## src/hdl/uer_pkg.sv

```systemverilog
// shared types, register codes and scaling constants for the echo ranger
package uer_pkg;

  localparam int ECHO_COUNT_BITS_DEF = 17;

  localparam int PERIOD_W = 18;
  localparam int TRIG_W   = 8;
  localparam int HALF_W   = 16;
  localparam int DIST_W   = 15;
  localparam int CFG_IDX_W  = 8;
  localparam int CFG_DATA_W = 32;

  localparam logic [CFG_IDX_W-1:0] REG_PERIOD_TICKS   = 8'd0;
  localparam logic [CFG_IDX_W-1:0] REG_TRIGGER_TICKS  = 8'd1;
  localparam logic [CFG_IDX_W-1:0] REG_MAX_HALF_DELAY = 8'd2;
  localparam logic [CFG_IDX_W-1:0] REG_VALID_LIMIT_MM = 8'd3;

  localparam logic [PERIOD_W-1:0] PERIOD_TICKS_RST   = 18'd150000;
  localparam logic [TRIG_W-1:0]   TRIGGER_TICKS_RST  = 8'd12;
  localparam logic [HALF_W-1:0]   MAX_HALF_DELAY_RST = 16'd20000;
  localparam logic [DIST_W-1:0]   VALID_LIMIT_MM_RST = 15'd3500;

  // 0.343 mm per microsecond: multiply by 343, then divide by 1000
  localparam int SOUND_W = 9;
  localparam logic [SOUND_W-1:0] SOUND_MM_PER_KUS = 9'd343;
  localparam int PROD_W = HALF_W + SOUND_W;
  // floor(p / 1000) = (p * ceil(2^35 / 1000)) >> 35, exact for p below 2^25
  localparam int RECIP_W = 26;
  localparam int RECIP_SHIFT = 35;
  localparam logic [RECIP_W-1:0] RECIP_MULT = 26'd34359739;
  localparam int SCALED_W = PROD_W + RECIP_W;

  typedef struct packed {
    logic [DIST_W-1:0]   valid_limit_mm;
    logic [HALF_W-1:0]   max_half_delay;
    logic [TRIG_W-1:0]   trigger_ticks;
    logic [PERIOD_W-1:0] period_ticks;
  } cfg_t;

  typedef struct packed {
    logic              trig;
    logic              upd;
    logic [HALF_W-1:0] half;
  } tick_res_t;

  typedef struct packed {
    logic              trig;
    logic              upd;
    logic [DIST_W-1:0] mm;
  } scaled_t;

  typedef struct packed {
    logic [5:0]        pad;
    logic              updated;
    logic              distance_valid;
    logic [DIST_W-1:0] distance_mm;
    logic              trigger_out;
  } result_t;

endpackage

```

## src/hdl/uer_tick.sv

```systemverilog
// per-tick timing: period counter, trigger pulse and echo width capture
module uer_tick #(
  parameter int ECHO_COUNT_BITS = uer_pkg::ECHO_COUNT_BITS_DEF
) (
  input  logic              clk,
  input  logic              rst,
  input  uer_pkg::cfg_t     cfg,
  input  logic              in_valid,
  output logic              in_ready,
  input  logic              echo,
  output logic              out_valid,
  input  logic              out_ready,
  output uer_pkg::tick_res_t out_res
);

  localparam int HW_RAW = ECHO_COUNT_BITS - 1;
  localparam int CMP_W = (HW_RAW > uer_pkg::HALF_W) ? HW_RAW : uer_pkg::HALF_W;

  logic [uer_pkg::PERIOD_W-1:0] period_count, period_count_next, pc_inc;
  logic [uer_pkg::TRIG_W-1:0]   pulse_count, pulse_count_next, pulse_mid;
  logic                         echo_prev;
  logic [ECHO_COUNT_BITS-1:0]   echo_width, echo_width_next;
  logic                         measure_done, measure_done_next;
  logic                         due, upd, trig;
  logic [CMP_W-1:0]             half_ext, limit_ext;
  logic [uer_pkg::HALF_W-1:0]   half_cl;
  logic                         accept;

  assign in_ready = !out_valid || out_ready;
  assign accept   = in_valid && in_ready;

  always_comb begin
    half_ext  = CMP_W'(echo_width >> 1);
    limit_ext = CMP_W'(cfg.max_half_delay);
    half_cl   = (half_ext > limit_ext) ? cfg.max_half_delay
                                       : half_ext[uer_pkg::HALF_W-1:0];
  end

  always_comb begin
    pc_inc = (period_count != '1) ? period_count + 1'b1 : period_count;
    due = (pc_inc >= cfg.period_ticks);
    upd = 1'b0;
    period_count_next = pc_inc;
    pulse_mid = pulse_count;
    echo_width_next = echo_width;
    measure_done_next = measure_done;
    if (due) begin
      period_count_next = '0;
      measure_done_next = 1'b0;
      echo_width_next = '0;
      pulse_mid = cfg.trigger_ticks;
    end else if (measure_done) begin
      measure_done_next = 1'b0;
      upd = 1'b1;
    end
    // edge capture
    if (!measure_done_next) begin
      if (echo && !echo_prev) begin
        echo_width_next = ECHO_COUNT_BITS'(1);
      end else if (echo && echo_prev) begin
        if (echo_width_next != '1) begin
          echo_width_next = echo_width_next + 1'b1;
        end
      end else if (!echo && echo_prev) begin
        measure_done_next = 1'b1;
      end
    end
    trig = (pulse_mid != '0);
    pulse_count_next = trig ? pulse_mid - 1'b1 : pulse_mid;
  end

  always_ff @(posedge clk) begin
    if (rst) begin
      period_count <= '0;
      pulse_count  <= '0;
      echo_prev    <= 1'b0;
      echo_width   <= '0;
      measure_done <= 1'b0;
      out_valid    <= 1'b0;
    end else begin
      if (in_ready) begin
        out_valid <= in_valid;
      end
      if (accept) begin
        period_count <= period_count_next;
        pulse_count  <= pulse_count_next;
        echo_prev    <= echo;
        echo_width   <= echo_width_next;
        measure_done <= measure_done_next;
      end
    end
  end

  always_ff @(posedge clk) begin
    if (accept) begin
      out_res.trig <= trig;
      out_res.upd  <= upd;
      out_res.half <= half_cl;
    end
  end

endmodule

```

## src/hdl/uer_scale.sv

```systemverilog
// delay to millimetres: multiply by 343, then reciprocal multiply for /1000
module uer_scale (
  input  logic                clk,
  input  logic                rst,
  input  logic                in_valid,
  output logic                in_ready,
  input  uer_pkg::tick_res_t  in_res,
  output logic                out_valid,
  input  logic                out_ready,
  output uer_pkg::scaled_t    out_res
);

  logic                         v2, v3, rdy3;
  logic                         trig2, upd2, trig3, upd3;
  logic [uer_pkg::PROD_W-1:0]   prod;
  logic [uer_pkg::SCALED_W-1:0] scaled;

  assign rdy3     = !v3 || out_ready;
  assign in_ready = !v2 || rdy3;

  always_ff @(posedge clk) begin
    if (rst) begin
      v2 <= 1'b0;
      v3 <= 1'b0;
    end else begin
      if (in_ready) begin
        v2 <= in_valid;
      end
      if (rdy3) begin
        v3 <= v2;
      end
    end
  end

  always_ff @(posedge clk) begin
    if (in_ready && in_valid) begin
      trig2 <= in_res.trig;
      upd2  <= in_res.upd;
      prod  <= uer_pkg::PROD_W'(in_res.half) * uer_pkg::PROD_W'(uer_pkg::SOUND_MM_PER_KUS);
    end
    if (rdy3 && v2) begin
      trig3  <= trig2;
      upd3   <= upd2;
      scaled <= uer_pkg::SCALED_W'(prod) * uer_pkg::SCALED_W'(uer_pkg::RECIP_MULT);
    end
  end

  assign out_valid    = v3;
  assign out_res.trig = trig3;
  assign out_res.upd  = upd3;
  assign out_res.mm   =
    scaled[uer_pkg::RECIP_SHIFT + uer_pkg::DIST_W - 1 : uer_pkg::RECIP_SHIFT];

endmodule

```

## src/hdl/uer_out.sv

```systemverilog
// distance hold, limit check and output register
module uer_out (
  input  logic                           clk,
  input  logic                           rst,
  input  logic [uer_pkg::DIST_W-1:0]     valid_limit_mm,
  input  logic                           in_valid,
  output logic                           in_ready,
  input  uer_pkg::scaled_t               in_res,
  output logic                           out_valid,
  input  logic                           out_ready,
  output uer_pkg::result_t               out_res
);

  logic [uer_pkg::DIST_W-1:0] distance_reg, dist_sel;
  logic                       ok;

  assign in_ready = !out_valid || out_ready;

  always_comb begin
    dist_sel = in_res.upd ? in_res.mm : distance_reg;
    ok       = (dist_sel < valid_limit_mm);
  end

  always_ff @(posedge clk) begin
    if (rst) begin
      out_valid    <= 1'b0;
      distance_reg <= '0;
    end else begin
      if (in_ready) begin
        out_valid <= in_valid;
      end
      if (in_ready && in_valid && in_res.upd) begin
        distance_reg <= in_res.mm;
      end
    end
  end

  always_ff @(posedge clk) begin
    if (in_ready && in_valid) begin
      out_res.pad            <= '0;
      out_res.updated        <= in_res.upd;
      out_res.distance_valid <= ok;
      out_res.distance_mm    <= ok ? dist_sel : '0;
      out_res.trigger_out    <= in_res.trig;
    end
  end

endmodule

```

## src/hdl/ultrasonic_echo_ranger.sv

```systemverilog
// top level of the ultrasonic echo ranger
// Each request on the slave stream is one microsecond tick carrying the sampled
// echo level, and gives exactly one result: trigger drive, last distance in mm
// (0 when not below the limit), its valid flag and an updated flag. A new tick
// is taken every clock cycle unless back pressure stalls it; a result reaches
// the master side through the tick register, the two multiplier stages of the
// mm scaling (x343, then a reciprocal multiply for /1000) and the output
// register, the tick register loading at the edge that takes its tick.
// Back pressure on the master side stalls the whole pipeline. The config port
// is always ready and should be written only while no ticks are in flight.
module ultrasonic_echo_ranger #(
  parameter int ECHO_COUNT_BITS = uer_pkg::ECHO_COUNT_BITS_DEF
) (
  input  logic                              clk,
  input  logic                              rst,
  input  logic                              s_tvalid,
  output logic                              s_tready,
  input  logic [7:0]                        s_tdata,   // [0] echo_level
  output logic                              m_tvalid,
  input  logic                              m_tready,
  // [0] trigger_out, [15:1] distance_mm, [16] distance_valid, [17] updated
  output logic [23:0]                       m_tdata,
  input  logic                              cfg_valid,
  output logic                              cfg_ready,
  input  logic [uer_pkg::CFG_IDX_W-1:0]     cfg_index,
  input  logic [uer_pkg::CFG_DATA_W-1:0]    cfg_data
);

  uer_pkg::cfg_t      cfg;
  uer_pkg::tick_res_t tick_res;
  uer_pkg::scaled_t   scaled_res;
  uer_pkg::result_t   result;
  logic               tick_valid, tick_ready, scaled_valid, scaled_ready;

  assign cfg_ready = 1'b1;

  always_ff @(posedge clk) begin
    if (rst) begin
      cfg.period_ticks   <= uer_pkg::PERIOD_TICKS_RST;
      cfg.trigger_ticks  <= uer_pkg::TRIGGER_TICKS_RST;
      cfg.max_half_delay <= uer_pkg::MAX_HALF_DELAY_RST;
      cfg.valid_limit_mm <= uer_pkg::VALID_LIMIT_MM_RST;
    end else if (cfg_valid && cfg_ready) begin
      unique case (cfg_index)
        uer_pkg::REG_PERIOD_TICKS: begin
          cfg.period_ticks <= cfg_data[uer_pkg::PERIOD_W-1:0];
        end
        uer_pkg::REG_TRIGGER_TICKS: begin
          cfg.trigger_ticks <= cfg_data[uer_pkg::TRIG_W-1:0];
        end
        uer_pkg::REG_MAX_HALF_DELAY: begin
          cfg.max_half_delay <= cfg_data[uer_pkg::HALF_W-1:0];
        end
        uer_pkg::REG_VALID_LIMIT_MM: begin
          cfg.valid_limit_mm <= cfg_data[uer_pkg::DIST_W-1:0];
        end
        default: begin
        end
      endcase
    end
  end

  uer_tick #(
    .ECHO_COUNT_BITS(ECHO_COUNT_BITS)
  ) u_tick (
    .clk       (clk),
    .rst       (rst),
    .cfg       (cfg),
    .in_valid  (s_tvalid),
    .in_ready  (s_tready),
    .echo      (s_tdata[0]),
    .out_valid (tick_valid),
    .out_ready (tick_ready),
    .out_res   (tick_res)
  );

  uer_scale u_scale (
    .clk       (clk),
    .rst       (rst),
    .in_valid  (tick_valid),
    .in_ready  (tick_ready),
    .in_res    (tick_res),
    .out_valid (scaled_valid),
    .out_ready (scaled_ready),
    .out_res   (scaled_res)
  );

  uer_out u_out (
    .clk            (clk),
    .rst            (rst),
    .valid_limit_mm (cfg.valid_limit_mm),
    .in_valid       (scaled_valid),
    .in_ready       (scaled_ready),
    .in_res         (scaled_res),
    .out_valid      (m_tvalid),
    .out_ready      (m_tready),
    .out_res        (result)
  );

  assign m_tdata = result;

  // an empty pipeline must never hold back the input
  a_no_idle_stall: assert property (@(posedge clk) disable iff (rst)
    !m_tvalid && !tick_valid && !scaled_valid |-> s_tready)
    else $error("input stalled with empty pipeline");

  a_invalid_zero: assert property (@(posedge clk) disable iff (rst)
    m_tvalid && !result.distance_valid |-> result.distance_mm == '0)
    else $error("invalid distance not reported as zero");

  a_valid_below_limit: assert property (@(posedge clk) disable iff (rst)
    m_tvalid && result.distance_valid |-> result.distance_mm < cfg.valid_limit_mm)
    else $error("valid distance at or above limit");

endmodule

```

## config.mk

```make
export PLATFORM = sky130hd
export DESIGN_NAME = ultrasonic_echo_ranger
export DESIGN_NICKNAME = d
export VERILOG_FILES = /design/src/hdl/uer_pkg.sv /design/src/hdl/uer_tick.sv /design/src/hdl/uer_scale.sv /design/src/hdl/uer_out.sv /design/src/hdl/ultrasonic_echo_ranger.sv
export SDC_FILE = /design/constraint.sdc
export NUM_CORES = 1
export LEC_CHECK = 0
export BUFFER_PORTS_ARGS = -buffer_cell sky130_fd_sc_hd__buf_4
export CORE_ASPECT_RATIO = 2
export CORE_MARGIN = 2
export CORE_UTILIZATION = 25
export CTS_CLUSTER_DIAMETER = 30
export DETAILED_ROUTE_END_ITERATION = 8
export GPL_ROUTABILITY_DRIVEN = 0
export MAX_ROUTING_LAYER = met4
export PLACE_DENSITY = 0.49
export SETUP_SLACK_MARGIN = 0.5
export SYNTH_ARGS = -nofsm -noshare
export SYNTH_HDL_FRONTEND = slang
export SYNTH_SLANG_ARGS = --single-unit
```

## constraint.sdc

```tcl
create_clock -name clk -period 16.8 [get_ports clk]
set_input_delay 3.36 -clock clk [delete_from_list [all_inputs] [get_ports clk]]
set_output_delay 3.36 -clock clk [all_outputs]
set_load 0.02 [all_outputs]
```

---- Yosys cells after proc, flatten, opt, wreduce, memory -nomap -nowiden ----
Index checks and enable logic that the tools add are counted.
cells by class
  equal/unequal tests ..................... 5
  $add $sub $neg .......................... 3
  magnitude comparators ................... 3
  reduce and logical (&&, ||, !) cells .... 24
  multiplexer cells ....................... 14
  multipliers ............................. 2
operator list
  cell                      number
  $mux W17                  4
  $mul A25 B26 Y50 const B  1
  $mux W18                  2
  $mul A16 B9 Y25 const B   1
  $add A18 B1 Y18 const B   1
  $ge A18 B18 Y1            1
  $ne A18 B18 Y1 const B    1
  $add A17 B1 Y17 const B   1
  $ne A17 B17 Y1 const B    1
  $eq A8 B2 Y1 const B      2
  $gt A16 B16 Y1            1
  $mux W16                  1
  $mux W8                   2
  $lt A15 B15 Y1            1
  $mux W15                  1
  $eq A8 B1 Y1 const B      1
  $logic_and A1 B1 Y1       8
  $logic_not A8 Y1          1
  $reduce_and A2 Y1         4
  $reduce_bool A8 Y1        1
  $sub A8 B1 Y8 const B     1
  $logic_not A1 Y1          6
  $logic_or A1 B1 Y1        4
  $mux W1                   4
storage, ports and cells
  bits of input ports ..................... 53
  word-level logic and storage cells ...... 78
  register bits after elaboration ......... 236
  output and inout bits ................... 27

---- Logic depth before layout (Yosys ltp) ----
  depth in word-level cells ............... 8
  gate-level depth with buffers ........... 25
  depth with buffers taken out ............ 24

---- Cells and area by module ----
A second synthesis with hierarchy kept.
second synthesis, totals
  cell total of the unflattened synthesis .. 2362
  area total of the unflattened synthesis .. 23109.7 µm²
modules (own cells, without submodules)
  module                  instances  area an instance (µm²)  sequential area each (µm²)  cells each
  uer_scale               1          14423.8                 1361.3                      1443
  uer_tick                1          4440.5                  1461.4                      519
  ultrasonic_echo_ranger  1          2333.5                  1141.1                      222
  uer_out                 1          1911.8                  860.8                       178

---- Least setup slack after synthesis ----
No wires, ideal clock.
  path kind ............................... input -> output
  from .................................... input port m_tready
  to ...................................... output port s_tready
  path slack .............................. 9.538 ns
  stages .................................. 3
  data required time ...................... 13.440 ns
  path buffers ............................ 0
  arrival ................................. 3.902 ns
  cell sequence ........................... nor2b_1 > and3_1 > nand2_1
between the ends
  longest elaborated chain between the ends .. 4
RTL lines
  element             line                          source
  start, declared     ultrasonic_echo_ranger.sv:20  input logic m_tready,
  $logic_or A1 B1 Y1  uer_out.sv:17                 assign in_ready = !out_valid || out_ready;
  $logic_or A1 B1 Y1  uer_scale.sv:18               assign rdy3 = !v3 || out_ready;
  $logic_or A1 B1 Y1  uer_scale.sv:19               assign in_ready = !v2 || rdy3;
  $logic_or A1 B1 Y1  uer_tick.sv:29                assign in_ready = !out_valid || out_ready;
  end, declared       ultrasonic_echo_ranger.sv:17  output logic s_tready,
No other way between the ends.

---- Final worst setup path ----
Same ends and word-level chain as after synthesis.

==> summary.md <==
| Metric | Value |
|---|---|
| Count of pins over their slew limit | `0` |
| Via Count | `14900` |
| Dpl hpwl | `49800 um` |
| Post-route worst setup slack | `9.05 ns` |
| Crit path launch type | `input pin` |
| Die Ht | `420 um` |
| First-pass GRT wire length | `91200 um` |
| Worst-skew pair later-pin latency | `0.54 ns` |
| Worst Max-Slew Pin Slew | `1.05 ns` |
| CP endpoint kind | `output port` |
| Initial antenna violation count | `0` |
| Core ar. | `85800 um^2` |
| CTS tree | `done` |
| FFs w/ async S/R, synth | `0%` |
| Max reg flops | `57` |
| Biggest register | `cfg` |
| Clk buf depth | `3` |
| Largest net degree at the start of global routing | `82` |
| Total grt overflow | `0` |
| RSZ-0062 raised after global routing | `no` |
| Vias per inst | `4.35` |
| Post-Syn Instances | `2182` |
| Area grow syn2layout | `13.4%` |
| Post-DRT Antenna Nets | `0` |
| Port Buf Inserts | `51` |
| Design area | `24500 um^2` |
| All-Layer GR Usage | `14.1%` |
| Total Nets Final | `2921` |
| Pre-CTS setup slack | `9.04 ns` |
| Placed cell areas | `23300 um^2` |
| WS Path Type | `input pin to output port` |
| Sink Count | `201` |
| Mapped Area | `21600 um^2` |
| Root buf cell | `clkbuf_16` |
| Clock transition at the registers of the reported paths | `0.06 ns` |
| # hold bufs at CTS | `0` |
| Netlist cell types | `84` |
| Min-Delay Path Class | `flop to flop` |
| H-tree depth | `2` |
| Worst-path fanout max | `4` |
| I/O pin count | `80` |
| Final Hold Vio Count | `0` |
| Post-synthesis sequential area ratio | `22.3%` |
| Critical path arrival | `4.39 ns` |
| Setup TNS | `0 ns` |
| DR pass1 iterations | `4` |
| Die area | `89000 um^2` |
| Final min period | `7.75 ns` |
| Worst hold path startpoint | `u_tick.out_res[17]$_DFFE_PP_` |
| Share of cells above drive strength 1 | `8.43%` |
| Max Cap Viol | `0` |
| Final core utilization | `28.6%` |
| Vias in the first global route | `16300` |
| Normalized max-slew margin | `30.0%` |
| Most frequent cells in the layout | `inv_1 (497), ha_1 (372), fa_1 (257)` |
| Number of CTS-inserted buffers | `35` |
| Final wirelength | `58800 um` |
| 1st-iter DRT viols | `573` |
| Reg2Reg Launch Point | `u_scale.prod[19]$_DFFE_PP_` |
| Setup Viol. Count Final | `0` |
| Initial core utilization | `25.2%` |
| Status | `finished, final reports clean` |
| Post-synth EDFFs | `80` |
| Setup Skew | `0.0353 ns` |
| Fmax | `129 MHz` |
| Synth warn | `0` |
| Worst Setup SP | `m_tready` |
| Die width | `212 um` |
| #FFs+latches synth | `201` |
| Biggest regs | `cfg: 57 flops, u_scale.prod: 25 flops` |
| Avg Inst Size Synth | `9.91 um^2` |
| Worst Path Required | `13.44 ns` |
| Top_reg_cell synth | `dfxtp_1` |
| Post-DR wirelength/cell | `17.2 um` |
| Residual DRC | `0` |
| Most common cell after layout, fill and taps aside | `inv_1` |
| Gates resized, CTS repair | `0` |
| Final worst-path cycle share | `46.2%` |
| Setup bufs post-CTS | `0` |
| Rows | `152` |
kinds of logic (layout without fill, tap and decap cells):
kind of cell | after synthesis | in the layout | share of synthesized area (%)
adders and majority gates | 629 | 629 | 45.3
and+or+nand+nor | 415 | 415 | 9.59
muxes | 50 | 50 | 2.52
other | 2 | 8 | 0.0347
xor gates and xnor gates | 53 | 53 | 2.15
AOI/OAI and AO/OA | 287 | 287 | 8.37
DFF | 201 | 201 | 22.3
buffers and inverters | 545 | 623 | 9.71
final timing paths:
| kind | cells past startpoint | slack [ns] | endpoint |
|---|---|---|---|
| worst max-delay path | 5 | 9.05 | s_tready |
| worst min register to register | 0 | 0.41 | u_scale.trig2$_DFFE_PP_ |
| worst min-delay path | 0 | 0.41 | u_scale.trig2$_DFFE_PP_ |
| worst max register to register | 22 | 9.21 | u_scale.scaled[49]$_DFFE_PP_ |
cell usage after synthesis, types with 17 or more instances:
master,number,area (um^2)
inv_1,497,1870
ha_1,372,4650
fa_1,257,5140
nand2_1,166,623
dfxtp_1,121,2420
a21oi_1,112,561
nor2_1,85,319
edfxtp_1,80,2400
o21ai_0,49,245
xnor2_1,36,315
mux2_2,32,360
nor2b_1,31,194
nand3_1,27,135
o211ai_1,25,188
clkbuf_1,24,90.1
a21o_1,18,135
nand4_1,18,113
and3_1,17,106
mux2i_1,17,170
xor2_1,17,149
final cells by class:
type / instances / area [um^2]
Antenna cell: 1 / 2.50
Clock buffer: 38 / 907
Clock inverter: 25 / 275
Fill cell: 9067 / 61300
Inverter: 497 / 1870
Multi-Input combinational cell: 1441 / 14700
Sequential cell: 201 / 4820
Tap cell: 1155 / 1450
Timing Repair Buffer: 63 / 473
per-stage QoR:
stage,std cells,hold slack [ns]
finish,3421,0.408
global route,3420,0.415
CTS,3420,0.411
detailed placement,3357,0.407
global placement,3357,0.403
floorplan,2187,0.400
worst max-delay path, stage by stage:
cell and delay (ns):
buf_4 0.13, nor2b_1 0.27, and3_1 0.26, nand2_1 0.16
buf_4 0.20
routing by layer:
metal  vias to the layer above  part of all wire, %  GRT usage, %
met5                         -                    0             -
met1                      7325                   31          11.7
li1                       7195                    -             -
met3                       138                  2.3          1.26
met4                         0                  5.9          7.83
met2                       232                   61          29.4
Power is not shown: default switching activity piles up to over one toggle a cycle in this logic, so the estimate is an artifact.
